`src/design/ascii_chained_divide_parser_assert.svh`:
```
// Assertion macros for the chained divide parser.
// Used by the controller; expects clock and reset in scope.
`ifndef ASCII_CHAINED_DIVIDE_PARSER_ASSERT_SVH
`define ASCII_CHAINED_DIVIDE_PARSER_ASSERT_SVH

// same-cycle implication
`define ACDP_ASSERT_NOW(lbl, ante, cons, msg) \
   lbl: assert property (@(posedge clock) disable iff (reset) (ante) |-> (cons)) \
      else $error(msg);

// next-cycle implication
`define ACDP_ASSERT_NEXT(lbl, ante, cons, msg) \
   lbl: assert property (@(posedge clock) disable iff (reset) (ante) |=> (cons)) \
      else $error(msg);

`endif

```
`src/design/acdp_pkg.sv`:
```
// Shared types and constants for the chained divide parser.
// No dependencies; imported by every module of the block.
package acdp_pkg;

   localparam int ACC_BITS  = 32;
   localparam int QUOT_BITS = 32;
   localparam int WIDE_BITS = (ACC_BITS > QUOT_BITS) ? ACC_BITS : QUOT_BITS;
   localparam int CNT_BITS  = $clog2(ACC_BITS);

   localparam logic [7:0] CHAR_ZERO  = 8'h30;
   localparam logic [7:0] CHAR_NINE  = 8'h39;
   localparam logic [7:0] CHAR_SPACE = 8'h20;
   localparam logic [7:0] CHAR_CR    = 8'h0D;
   localparam logic [7:0] CHAR_LF    = 8'h0A;
   localparam logic [3:0] RADIX      = 4'd10;

   typedef logic [ACC_BITS-1:0] acc_type;

   typedef enum logic [2:0] {
      PH_FIRST,
      PH_DIVISOR,
      PH_LF_FIRST,
      PH_LF_DIVISOR,
      PH_ERROR
   } phase_type;

   typedef enum logic [1:0] {
      ST_IDLE,
      ST_DIVIDE,
      ST_EMIT
   } ctrl_state_type;

   typedef struct packed {
      logic acc_first;
      logic acc_div;
      logic div_start;
      logic div_commit;
      logic emit_load;
      logic emit_error;
      logic line_clear;
   } cmd_type;

   typedef struct packed {
      logic is_digit;
      logic is_space;
      logic is_cr;
      logic is_lf;
      logic div_zero;
      logic div_done;
      logic out_free;
   } status_type;

endpackage

```
`src/design/acdp_divider.sv`:
```
// Iterative restoring signed divider, one quotient bit per cycle.
// Depends on acdp_pkg.
module acdp_divider (
   input  logic             clock,
   input  logic             reset,
   input  logic             start,
   input  acdp_pkg::acc_type dividend,
   input  acdp_pkg::acc_type divisor,
   output logic             done,
   output acdp_pkg::acc_type quotient
);
   import acdp_pkg::*;

   logic                busy_ff;
   logic                done_ff;
   logic [CNT_BITS-1:0] cnt_ff;
   acc_type             rem_ff, rem_in;
   acc_type             quo_ff, quo_in;
   acc_type             mb_ff;
   logic                neg_ff;
   logic [ACC_BITS:0]   trial;
   logic                fits;
   acc_type             mag_a, mag_b;

   always_comb begin
      mag_a  = dividend[ACC_BITS-1] ? (~dividend + 1'b1) : dividend;
      mag_b  = divisor[ACC_BITS-1] ? (~divisor + 1'b1) : divisor;
      trial  = {rem_ff, quo_ff[ACC_BITS-1]};
      fits   = trial >= {1'b0, mb_ff};
      rem_in = fits ? ACC_BITS'(trial - {1'b0, mb_ff}) : trial[ACC_BITS-1:0];
      quo_in = {quo_ff[ACC_BITS-2:0], fits};
   end

   always_ff @(posedge clock) begin
      if (reset) begin
         busy_ff <= 1'b0;
         done_ff <= 1'b0;
         cnt_ff  <= '0;
      end else begin
         done_ff <= 1'b0;
         if (start) begin
            busy_ff <= 1'b1;
            cnt_ff  <= CNT_BITS'(ACC_BITS - 1);
         end else if (busy_ff) begin
            cnt_ff <= cnt_ff - 1'b1;
            if (cnt_ff == '0) begin
               busy_ff <= 1'b0;
               done_ff <= 1'b1;
            end
         end
      end
   end

   always_ff @(posedge clock) begin
      if (start) begin
         rem_ff <= '0;
         quo_ff <= mag_a;
         mb_ff  <= mag_b;
         neg_ff <= dividend[ACC_BITS-1] ^ divisor[ACC_BITS-1];
      end else if (busy_ff) begin
         rem_ff <= rem_in;
         quo_ff <= quo_in;
      end
   end

   assign done     = done_ff;
   assign quotient = neg_ff ? (~quo_ff + 1'b1) : quo_ff;

endmodule

```
`src/design/acdp_datapath.sv`:
```
// Datapath: character decode, accumulators, divider and output register.
// Depends on acdp_pkg and acdp_divider.
module acdp_datapath (
   input  logic                  clock,
   input  logic                  reset,
   input  logic [7:0]            req_char_in,
   input  logic                  rsp_stall,
   input  acdp_pkg::cmd_type     cmd,
   output acdp_pkg::status_type  status,
   output logic                  rsp_valid,
   output logic signed [31:0]    rsp_quotient,
   output logic                  rsp_status
);
   import acdp_pkg::*;

   acc_type              running_ff, running_in;
   acc_type              divisor_ff, divisor_in;
   logic [3:0]           digit;
   logic                 rsp_valid_ff;
   logic [31:0]          rsp_quotient_ff;
   logic                 rsp_status_ff;
   logic [WIDE_BITS-1:0] wide_run;
   logic                 div_done;
   acc_type              div_quot;

   acdp_divider u_divider (
      .clock    (clock),
      .reset    (reset),
      .start    (cmd.div_start),
      .dividend (running_ff),
      .divisor  (divisor_ff),
      .done     (div_done),
      .quotient (div_quot)
   );

   always_comb begin
      digit           = 4'(req_char_in - CHAR_ZERO);
      status.is_digit = req_char_in inside {[CHAR_ZERO:CHAR_NINE]};
      status.is_space = req_char_in == CHAR_SPACE;
      status.is_cr    = req_char_in == CHAR_CR;
      status.is_lf    = req_char_in == CHAR_LF;
      status.div_zero = divisor_ff == '0;
      status.div_done = div_done;
      status.out_free = !rsp_valid_ff || !rsp_stall;
      wide_run        = WIDE_BITS'(running_ff);

      running_in = running_ff;
      divisor_in = divisor_ff;
      if (cmd.acc_first) begin
         running_in = (running_ff << 3) + (running_ff << 1) + ACC_BITS'(digit);
      end
      if (cmd.acc_div) begin
         divisor_in = (divisor_ff << 3) + (divisor_ff << 1) + ACC_BITS'(digit);
      end
      if (cmd.div_commit) begin
         running_in = div_quot;
         divisor_in = '0;
      end
      if (cmd.line_clear) begin
         running_in = '0;
         divisor_in = '0;
      end
   end

   always_ff @(posedge clock) begin
      if (reset) begin
         running_ff   <= '0;
         divisor_ff   <= '0;
         rsp_valid_ff <= 1'b0;
      end else begin
         running_ff <= running_in;
         divisor_ff <= divisor_in;
         if (cmd.emit_load) begin
            rsp_valid_ff <= 1'b1;
         end else if (!rsp_stall) begin
            rsp_valid_ff <= 1'b0;
         end
      end
   end

   always_ff @(posedge clock) begin
      if (cmd.emit_load) begin
         rsp_quotient_ff <= cmd.emit_error ? '0 : wide_run[31:0];
         rsp_status_ff   <= cmd.emit_error;
      end
   end

   assign rsp_valid    = rsp_valid_ff;
   assign rsp_quotient = signed'(rsp_quotient_ff);
   assign rsp_status   = rsp_status_ff;

endmodule

```
`src/design/acdp_ctrl.sv`:
```
// Controller: parse phase and sequencing of accept, divide and emit.
// Depends on acdp_pkg and the assertion macro header.
`include "ascii_chained_divide_parser_assert.svh"
module acdp_ctrl (
   input  logic                 clock,
   input  logic                 reset,
   input  logic                 req_valid,
   output logic                 req_stall,
   input  acdp_pkg::status_type status,
   output acdp_pkg::cmd_type    cmd
);
   import acdp_pkg::*;

   ctrl_state_type state_ff, state_in;
   phase_type      phase_ff, phase_in;
   logic           take;

   assign take = req_valid && (state_ff == ST_IDLE);

   always_comb begin
      state_in = state_ff;
      phase_in = phase_ff;
      case (state_ff)
         ST_IDLE: begin
            if (take) begin
               case (phase_ff)
                  PH_FIRST: begin
                     if (status.is_space) begin
                        phase_in = PH_DIVISOR;
                     end else if (status.is_cr) begin
                        phase_in = PH_LF_FIRST;
                     end else if (!status.is_digit) begin
                        phase_in = PH_ERROR;
                        state_in = ST_EMIT;
                     end
                  end
                  PH_DIVISOR: begin
                     if (status.is_space) begin
                        if (status.div_zero) begin
                           phase_in = PH_ERROR;
                           state_in = ST_EMIT;
                        end else begin
                           state_in = ST_DIVIDE;
                        end
                     end else if (status.is_cr) begin
                        phase_in = PH_LF_DIVISOR;
                     end else if (!status.is_digit) begin
                        phase_in = PH_ERROR;
                        state_in = ST_EMIT;
                     end
                  end
                  PH_LF_FIRST: begin
                     state_in = ST_EMIT;
                     if (!status.is_lf) begin
                        phase_in = PH_ERROR;
                     end
                  end
                  PH_LF_DIVISOR: begin
                     if (status.is_lf && !status.div_zero) begin
                        state_in = ST_DIVIDE;
                     end else begin
                        phase_in = PH_ERROR;
                        state_in = ST_EMIT;
                     end
                  end
                  default: begin
                     phase_in = PH_ERROR;
                  end
               endcase
            end
         end
         ST_DIVIDE: begin
            if (status.div_done) begin
               state_in = (phase_ff == PH_LF_DIVISOR) ? ST_EMIT : ST_IDLE;
            end
         end
         ST_EMIT: begin
            if (status.out_free) begin
               state_in = ST_IDLE;
               if (phase_ff != PH_ERROR) begin
                  phase_in = PH_FIRST;
               end
            end
         end
         default: begin
            state_in = ST_IDLE;
         end
      endcase
   end

   always_comb begin
      cmd       = '0;
      req_stall = state_ff != ST_IDLE;
      case (state_ff)
         ST_IDLE: begin
            if (take) begin
               cmd.acc_first = (phase_ff == PH_FIRST) && status.is_digit;
               cmd.acc_div   = (phase_ff == PH_DIVISOR) && status.is_digit;
               cmd.div_start = (phase_ff == PH_DIVISOR && status.is_space
                                && !status.div_zero)
                               || (phase_ff == PH_LF_DIVISOR && status.is_lf
                                   && !status.div_zero);
            end
         end
         ST_DIVIDE: begin
            cmd.div_commit = status.div_done;
         end
         ST_EMIT: begin
            if (status.out_free) begin
               cmd.emit_load  = 1'b1;
               cmd.emit_error = phase_ff == PH_ERROR;
               cmd.line_clear = phase_ff != PH_ERROR;
            end
         end
         default: begin
            cmd = '0;
         end
      endcase
   end

   always_ff @(posedge clock) begin
      if (reset) begin
         state_ff <= ST_IDLE;
         phase_ff <= PH_FIRST;
      end else begin
         state_ff <= state_in;
         phase_ff <= phase_in;
      end
   end

   `ACDP_ASSERT_NOW(a_divide_phase, state_ff == ST_DIVIDE, phase_ff == PH_DIVISOR || phase_ff == PH_LF_DIVISOR, "divide outside a divisor phase")
   `ACDP_ASSERT_NOW(a_done_in_divide, status.div_done, state_ff == ST_DIVIDE, "divider done while not dividing")
   `ACDP_ASSERT_NOW(a_emit_slot, cmd.emit_load, status.out_free, "result loaded over a pending result")
   `ACDP_ASSERT_NEXT(a_error_sticks, phase_ff == PH_ERROR, phase_ff == PH_ERROR, "error phase left without reset")

endmodule

```
`src/design/ascii_chained_divide_parser.sv`:
```
// Top level of the ASCII chained divide parser.
// Depends on acdp_pkg, acdp_ctrl and acdp_datapath.
//
// Input channel req_*: one ASCII byte per transaction on req_char_in, taken
// when req_valid is high and req_stall is low. Lines are decimal numbers
// separated by single spaces and ended by CR LF.
// Result channel rsp_*: one transaction per completed line (rsp_status 0,
// rsp_quotient the first number divided in turn by each later one) or one
// per detected error (rsp_status 1, rsp_quotient 0); after an error, bytes
// are taken and dropped until reset.
// A digit, CR or plain separator is taken without a stall. A space after a
// divisor stalls input through the divide state, the divider producing one
// quotient bit per cycle over 32 bits. An LF stalls input through the emit
// state, after a divisor through divide and then emit. Results are loaded
// into an output register from the emit state; the next byte is taken while
// that result waits. If rsp_stall holds a result, a following line end or
// error waits before it is loaded. Reset is synchronous and active high; it
// clears the accumulators, drops any pending result and starts a new line.
module ascii_chained_divide_parser (
   input  logic               clock,
   input  logic               reset,
   input  logic               req_valid,
   output logic               req_stall,
   input  logic [7:0]         req_char_in,
   output logic               rsp_valid,
   input  logic               rsp_stall,
   output logic signed [31:0] rsp_quotient,
   output logic               rsp_status
);
   import acdp_pkg::*;

   cmd_type    cmd;
   status_type status;

   acdp_ctrl u_ctrl (
      .clock     (clock),
      .reset     (reset),
      .req_valid (req_valid),
      .req_stall (req_stall),
      .status    (status),
      .cmd       (cmd)
   );

   acdp_datapath u_datapath (
      .clock        (clock),
      .reset        (reset),
      .req_char_in  (req_char_in),
      .rsp_stall    (rsp_stall),
      .cmd          (cmd),
      .status       (status),
      .rsp_valid    (rsp_valid),
      .rsp_quotient (rsp_quotient),
      .rsp_status   (rsp_status)
   );

endmodule
```
`config.mk`:
```
export PLATFORM = sky130hd
export DESIGN_NAME = ascii_chained_divide_parser
export DESIGN_NICKNAME = d
export VERILOG_FILES = /design/src/design/acdp_pkg.sv /design/src/design/acdp_divider.sv /design/src/design/acdp_datapath.sv /design/src/design/acdp_ctrl.sv /design/src/design/ascii_chained_divide_parser.sv
export VERILOG_INCLUDE_DIRS = /design/src /design/src/design
export SDC_FILE = /design/constraint.sdc
export NUM_CORES = 1
export LEC_CHECK = 0
export ABC_CLOCK_PERIOD_IN_PS = 9400
export BUFFER_PORTS_ARGS = -buffer_cell sky130_fd_sc_hd__buf_2
export CELL_PAD_IN_SITES_DETAIL_PLACEMENT = 2
export CELL_PAD_IN_SITES_GLOBAL_PLACEMENT = 2
export CORE_MARGIN = 8
export CORE_UTILIZATION = 40
export DETAILED_ROUTE_END_ITERATION = 10
export GPL_ROUTABILITY_DRIVEN = 0
export PLACE_DENSITY = 0.92
export SLEW_MARGIN = 30
export SYNTH_ARGS = -nofsm -noshare
export SYNTH_HDL_FRONTEND = slang
export SYNTH_SLANG_ARGS = --single-unit
```
`constraint.sdc`:
```
create_clock -name clock -period 9.4 [get_ports clock]
set_input_delay 0.94 -clock clock [delete_from_list [all_inputs] [get_ports clock]]
set_output_delay 0.94 -clock clock [all_outputs]
set_load 0.1 [all_outputs]
```
Word-level counts from Yosys, hierarchy flattened

Cells that the tools add are included.
Widths: inputs -> output; s select.

Register bits: 207
Bits of input ports: 12
Output and inout bits: 35
Word-level logic and storage cells: 126

$add $sub $neg: 10
$lt $le $gt $ge: 3
Eq/ne operators: 20
Muxes and demuxes: 46
Bitwise logic cells: 5
Reductions and logical operators: 27

Operators by type and width:

| cell                  | count |
|---|---|
| $mux 32               | 7 |
| $add 32x1->32 const B | 3 |
| $not 32->32           | 3 |
| $add 32x32->32        | 2 |
| $add 32x4->32         | 2 |
| $mux 3                | 15 |
| $ge 33x32->1          | 1 |
| $logic_not 32->1      | 1 |
| $sub 32x32->32        | 1 |
| $mux 31               | 1 |
| $mux 2                | 10 |
| $eq 8x4->1 const B    | 2 |
| $ne 3x3->1 const B    | 4 |
| $pmux 3 s4            | 1 |
| $mux 5                | 2 |
| $logic_and 1x1->1     | 9 |
| $eq 8x6->1 const B    | 1 |
| $ge 8x6->1 const B    | 1 |
| $le 8x6->1 const B    | 1 |
| $ne 2x1->1 const B    | 4 |
| $pmux 2 s4            | 1 |
| $reduce_bool 2->1     | 4 |
| $mux 1                | 7 |
| $reduce_and 7->1      | 1 |
| other kinds (22)      | 27 |

Longest topological paths before layout

Depth after elaboration: 8
Depth in mapped cells: 14
Mapped depth without buffers: 13

Cells and area by module

Synthesis repeated with hierarchy kept, for this count alone.

Cells, all modules: 1,864
Area, all modules: 16,154.2 µm²

Modules (own cells, without submodules):

| module        | instances | cells an instance | area an instance (µm²) | seq. area each (µm²) |
|---|---|---|---|---|
| acdp_divider  | 1         | 941               | 8,060.2                | 2,732.6 |
| acdp_datapath | 1         | 861               | 7,617.3                | 2,292.2 |
| acdp_ctrl     | 1         | 62                | 476.7                  | 100.1 |

Least setup slack after synthesis

OpenSTA, ideal clock, no wires.

Kind: input to register
Start point: input port req_char_in[7]
End point: register u_datapath.u_divider.quo_ff[0] (enable)
Setup time: 0.387 ns
Arrival time: 3.906 ns
Data required time: 9.013 ns
Slack: 5.108 ns
Stages on the path: 9
Path buffers: 1
Cell sequence: nor4_1 nand4_1 or2_2 a221o_1 or2_1 clkbuf_1 inv_1 nor2_1 inv_1

RTL lines:

| element              | RTL line                          | RTL |
|---|---|---|
| from (decl)          | ascii_chained_divide_parser.sv:24 | `input logic [7:0] req_char_in,` |
| to (signal assigned) | acdp_divider.sv:57                | `quo_ff <= mag_a;` |
| to (signal assigned) | acdp_divider.sv:62                | `quo_ff <= quo_in;` |
| to (decl)            | acdp_divider.sv:18                | `acc_type quo_ff, quo_in;` |

Worst setup path in the final report

Start point: register u_datapath.running_ff[0]
End point: register u_datapath.running_ff[28]

Longest elaborated chain between the ends: 4

RTL lines:

| element                | RTL line            | RTL |
|---|---|---|
| from (decl)            | acdp_datapath.sv:16 | `acc_type running_ff, running_in;` |
| from (signal assigned) | acdp_datapath.sv:71 | `running_ff <= running_in;` |
| $add 32x32->32         | acdp_datapath.sv:50 | `running_in = (running_ff << 3) + (running_ff << 1) + ACC_BITS'(digit);` |
| $add 32x4->32          | acdp_datapath.sv:50 |  |
| $mux 32                | acdp_datapath.sv:49 | `if (cmd.acc_first) begin` |
| $mux 32                | acdp_datapath.sv:55 | `if (cmd.div_commit) begin` |

No other way between the ends. The select of a mux whose other input is x is not followed.
A chain may end at the register's enable or synchronous reset.

==> metrics.txt <==
# TYPE chip_impl_metric gauge
chip_impl_metric{name="ff2ff_setup_slack",unit="ns"} 4.78
chip_impl_metric{name="die_area",unit="um2"} 45400
chip_impl_metric{name="die_x",unit="um"} 213
chip_impl_metric{name="cts_made_buffers",unit=""} 26
chip_impl_info{name="min-delay-path-class",value="reg2reg"} 1
chip_impl_metric{name="drt.antenna.violating_nets",unit=""} 0
chip_impl_info{name="yosys_most_used_dff",value="sky130_fd_sc_hd__dfxtp_1"} 1
chip_impl_info{name="rr_endpoint",value="u_datapath.running_ff[28]"} 1
chip_impl_metric{name="synth_simple_gate_area_share",unit="%"} 16.7
chip_impl_info{name="rsz0062_at_grt",value="false"} 1
chip_impl_info{name="clock-root-buffer",value="sky130_fd_sc_hd__clkbuf_16"} 1
chip_impl_metric{name="cts.sinks",unit=""} 207
chip_impl_metric{name="numPlacedInstances",unit=""} 2280
chip_impl_metric{name="post_detail_place_hpwl",unit="um"} 44200
chip_impl_metric{name="grt_max_degree",unit=""} 67
chip_impl_metric{name="synth-warning-count",unit=""} 0
chip_impl_metric{name="power_leakage",unit="nW"} 7.40
chip_impl_metric{name="hold_path_depth",unit=""} 2
chip_impl_info{name="source_of_the_worst_hold_timing_path",value="u_datapath.u_divider.rem_ff[25]"} 1
chip_impl_metric{name="path_buf_inv",unit=""} 2
chip_impl_metric{name="synth_mux_area_share",unit="%"} 2.16
chip_impl_metric{name="synth_async_sr_flop_share",unit="%"} 0
chip_impl_metric{name="cellPowerDensity",unit="nW/um2"} 140
chip_impl_metric{name="totalNegativeSetupSlack",unit="ns"} 0
chip_impl_info{name="synth_top_family_by_area",value="compound AO/OA/AOI/OAI gates"} 1
chip_impl_metric{name="final_cell_count_no_fill",unit=""} 2328
chip_impl_metric{name="synth-xor-area-share",unit="%"} 8.85
chip_impl_metric{name="drive_above_1_share",unit="%"} 8.56
chip_impl_metric{name="count_of_unique_library_cells_instantiated_by_yosys",unit=""} 82
chip_impl_metric{name="port_buffers",unit=""} 46
chip_impl_info{name="worst_setup_path_start_kind",value="flop"} 1
chip_impl_info{name="most-common-layout-cells",value="182 x sky130_fd_sc_hd__a21oi_1, 153 x sky130_fd_sc_hd__ha_1, 144 x sky130_fd_sc_hd__nand2_1, 123 x sky130_fd_sc_hd__o21ai_0, 122 x sky130_fd_sc_hd__nor2_1"} 1
chip_impl_metric{name="globalRouteOverflowTotal",unit=""} 0
chip_impl_metric{name="timing.critical_path.required",unit="ns"} 9.87
chip_impl_metric{name="via_count",unit=""} 15900
chip_impl_metric{name="synth_sequential_area_ratio",unit="%"} 33.0
chip_impl_metric{name="synthCells",unit=""} 1775
chip_impl_info{name="crit_chain",value="inv_1, fa_1, inv_1, fa_1, a21o_1, a21o_1, a2111o_1, a311o_1, a31o_1, a41o_1, a21oi_1, mux2i_1, nor2_1"} 1
chip_impl_info{name="critPathCaptureType",value="flop"} 1
chip_impl_info{name="layout_commonest_cell",value="sky130_fd_sc_hd__a21oi_1"} 1
chip_impl_metric{name="first_pass_grt_wire_length",unit="um"} 112000
chip_impl_metric{name="cts-root-to-sink-buffers",unit=""} 3
chip_impl_metric{name="number_of_stages_on_the_worst_setup_path",unit=""} 13
chip_impl_metric{name="dr.pass1.iters",unit=""} 5
chip_impl_metric{name="r2r_cells",unit=""} 13
chip_impl_info{name="critical-path-slowest-cell",value="sky130_fd_sc_hd__fa_1"} 1
chip_impl_info{name="min_to",value="u_datapath.u_divider.rem_ff[25]"} 1
chip_impl_metric{name="number_of_max_cap_violations",unit=""} 0
chip_impl_metric{name="worst_vdd_ir",unit="V"} 0.000125
chip_impl_metric{name="ctsHoldBuffers",unit=""} 0
chip_impl_metric{name="synth_compound_gate_area_share",unit="%"} 22.4
chip_impl_metric{name="detail_route.drc_violations",unit=""} 0
chip_impl_metric{name="wire_per_inst",unit="um"} 32.3
chip_impl_metric{name="synth_seq_cells",unit=""} 207
chip_impl_metric{name="initial_core_util",unit="%"} 40.4
chip_impl_info{name="critPathKind",value="reg2reg"} 1
chip_impl_metric{name="synthesis.area",unit="um2"} 15500
chip_impl_metric{name="fin_hold_ws",unit="ns"} 0.525
chip_impl_metric{name="synth_fa_ha_area_share",unit="%"} 13.0
chip_impl_metric{name="clk_pin_slew",unit="ns"} 0.07
chip_impl_metric{name="final.min_clock_period",unit="ns"} 4.62
chip_impl_metric{name="avgSynthCellArea",unit="um2"} 8.75
chip_impl_metric{name="row_count",unit=""} 72
chip_impl_metric{name="postCtsResizedCells",unit=""} 0
chip_impl_metric{name="post_drt_via_cell_ratio",unit=""} 6.81
chip_impl_info{name="cts_tree",value="yes"} 1
chip_impl_metric{name="final_min_period_over_clock_period",unit="%"} 49.1
chip_impl_metric{name="antenna_found_initial",unit=""} 2
chip_impl_metric{name="design.core.area",unit="um2"} 38500
chip_impl_metric{name="final_nets",unit=""} 1961
chip_impl_metric{name="setup_viol_count_final",unit=""} 0
chip_impl_metric{name="multi_input_area",unit="um2"} 9870
chip_impl_metric{name="num-fill-cells",unit=""} 4110
chip_impl_info{name="path_delay_family",value="compound AO/OA/AOI/OAI gates"} 1
chip_impl_metric{name="layout-area-overhead-vs-synth",unit="%"} 10.7
chip_impl_info{name="status",value="finished, final reports clean"} 1
chip_impl_metric{name="count_of_pins_on_the_block_boundary",unit=""} 47
chip_impl_metric{name="cts_htree_levels",unit=""} 1
chip_impl_metric{name="track_usage",unit="%"} 31.6
chip_impl_metric{name="clock_latency",unit="ns"} 0.59
chip_impl_metric{name="wl",unit="um"} 75300
chip_impl_metric{name="overall_power_consumption",unit="mW"} 2.41
chip_impl_metric{name="crit_fanout",unit=""} 6
chip_impl_metric{name="arrival",unit="ns"} 5.09
chip_impl_metric{name="final_cell_area",unit="um2"} 17200
chip_impl_metric{name="cp_slowest_stage_delay",unit="ns"} 0.60
chip_impl_metric{name="clock-skew-final",unit="ns"} 0.0241
chip_impl_metric{name="post_cts.repair.setup_buffers",unit=""} 0
chip_impl_metric{name="syn_nets",unit=""} 1945
chip_impl_metric{name="vert_die_dim",unit="um"} 213
chip_impl_metric{name="hold_violations",unit=""} 0
chip_impl_metric{name="edff_count_synth",unit=""} 98
chip_impl_info{name="crit-reg2reg-launch",value="u_datapath.running_ff[0]"} 1
chip_impl_metric{name="seqCellArea",unit="um2"} 5130
chip_impl_metric{name="vias_in_the_first_global_route",unit=""} 17300
chip_impl_metric{name="timing.final.max_slew_violations",unit=""} 0
chip_impl_metric{name="postPlaceCellArea",unit="um2"} 16300
chip_impl_metric{name="num_antenna_cells",unit=""} 0
chip_impl_metric{name="drt_iter0_drc",unit=""} 1438
chip_impl_metric{name="worst_slew_margin_rel",unit="%"} 16.7
chip_impl_metric{name="max_freq",unit="MHz"} 217
chip_impl_metric{name="worst_pin_slew",unit="ns"} 1.24
how the worst max path moves through the flow:
stage	startpoint	to
floorplan	req_char_in[7]	u_datapath.u_divider.quo_ff[0]
global placement	req_char_in[3]	u_datapath.running_ff[28]
detailed placement	req_char_in[3]	u_datapath.running_ff[28]
CTS	u_datapath.running_ff[0]	u_datapath.running_ff[28]
global route	u_datapath.running_ff[0]	u_datapath.running_ff[31]
finish	u_datapath.running_ff[0]	u_datapath.running_ff[28]
metal layers:
layer,vias to the layer above,global-route usage [%],routed length [um]
met5,-,0,22
met4,4,15.7,4320
met3,343,4.59,5210
met2,945,55.4,36900
met1,7997,37.2,28800
li1,6561,-,-
cells by family (layout without fill, tap and decap cells):
group / count (synthesis) / after routing
compound gates: 547 / 547
simple gates: 517 / 517
flops: 207 / 207
fa+ha+maj: 158 / 158
xor+xnor: 157 / 157
buf+inv: 156 / 191
mux: 33 / 33
state kept, by name, indices dropped and copies added (netlist names):
| register | cells |
|---|---|
| u_datapath.rsp_status | 1 |
| u_datapath.u_divider.neg_ff | 1 |
| u_ctrl.phase_ff | 3 |
| u_datapath.u_divider.busy_ff | 1 |
| u_datapath.u_divider.cnt_ff | 5 |
| u_datapath.u_divider.quo_ff | 32 |
| u_datapath.u_divider.done | 1 |
| u_datapath.divisor_ff | 32 |
| u_datapath.running_ff | 32 |
| u_datapath.rsp_quotient | 32 |
| u_datapath.u_divider.rem_ff | 32 |
| u_datapath.rsp_valid | 1 |
| u_ctrl.state_ff | 2 |
| u_datapath.u_divider.mb_ff | 32 |
worst register-to-register path, stage by stage (launching register included):
cell and delay (ns):
sky130_fd_sc_hd__dfxtp_1 0.53, sky130_fd_sc_hd__inv_1 0.21, sky130_fd_sc_hd__fa_1 0.60, sky130_fd_sc_hd__inv_1 0.11, sky130_fd_sc_hd__fa_1 0.48, sky130_fd_sc_hd__a21o_1 0.20, sky130_fd_sc_hd__a21o_1 0.22, sky130_fd_sc_hd__a2111o_1 0.50
sky130_fd_sc_hd__a311o_1 0.39, sky130_fd_sc_hd__a31o_1 0.30, sky130_fd_sc_hd__a41o_1 0.34, sky130_fd_sc_hd__a21oi_1 0.31, sky130_fd_sc_hd__mux2i_1 0.27, sky130_fd_sc_hd__nor2_1 0.07
synth_stat cells, types with 33 or more instances:
master / count / area, um2
sky130_fd_sc_hd__and2_1: 34 / 213
sky130_fd_sc_hd__clkbuf_1: 57 / 214
sky130_fd_sc_hd__xnor2_1: 87 / 762
sky130_fd_sc_hd__xor2_1: 70 / 613
sky130_fd_sc_hd__ha_1: 153 / 1910
sky130_fd_sc_hd__nand2_1: 145 / 544
sky130_fd_sc_hd__dfxtp_1: 109 / 2180
sky130_fd_sc_hd__edfxtp_1: 98 / 2940
sky130_fd_sc_hd__o21ai_0: 123 / 616
sky130_fd_sc_hd__a21o_1: 33 / 248
sky130_fd_sc_hd__nor3_1: 41 / 205
sky130_fd_sc_hd__inv_1: 85 / 319
sky130_fd_sc_hd__nor2_1: 124 / 465
sky130_fd_sc_hd__a21oi_1: 183 / 916
cell type report:
cell class              instances  share of cell area (%)
inverters                      85                    1.85
well taps                     518                    3.77
clock inverters                11                   0.713
multi-input cells            1412                    57.4
flip-flops and latches        207                    29.8
repair buffers                 59                    2.09
clock buffers                  36                    4.36
stage by stage:
step	util (%)	setup WS (ns)
after floorplan	-	5.11
after global placement	42.2	4.78
after detailed placement	42.4	4.65
after CTS	44.7	4.88
after global routing	44.7	4.76
final	44.7	4.78
power by group:
group | switching (mW) | internal, mW
Sequential | 0.0334 | 0.968
Combinational | 0.233 | 0.0916
Clock | 0.476 | 0.614
Power figures use the tool's default switching activity.
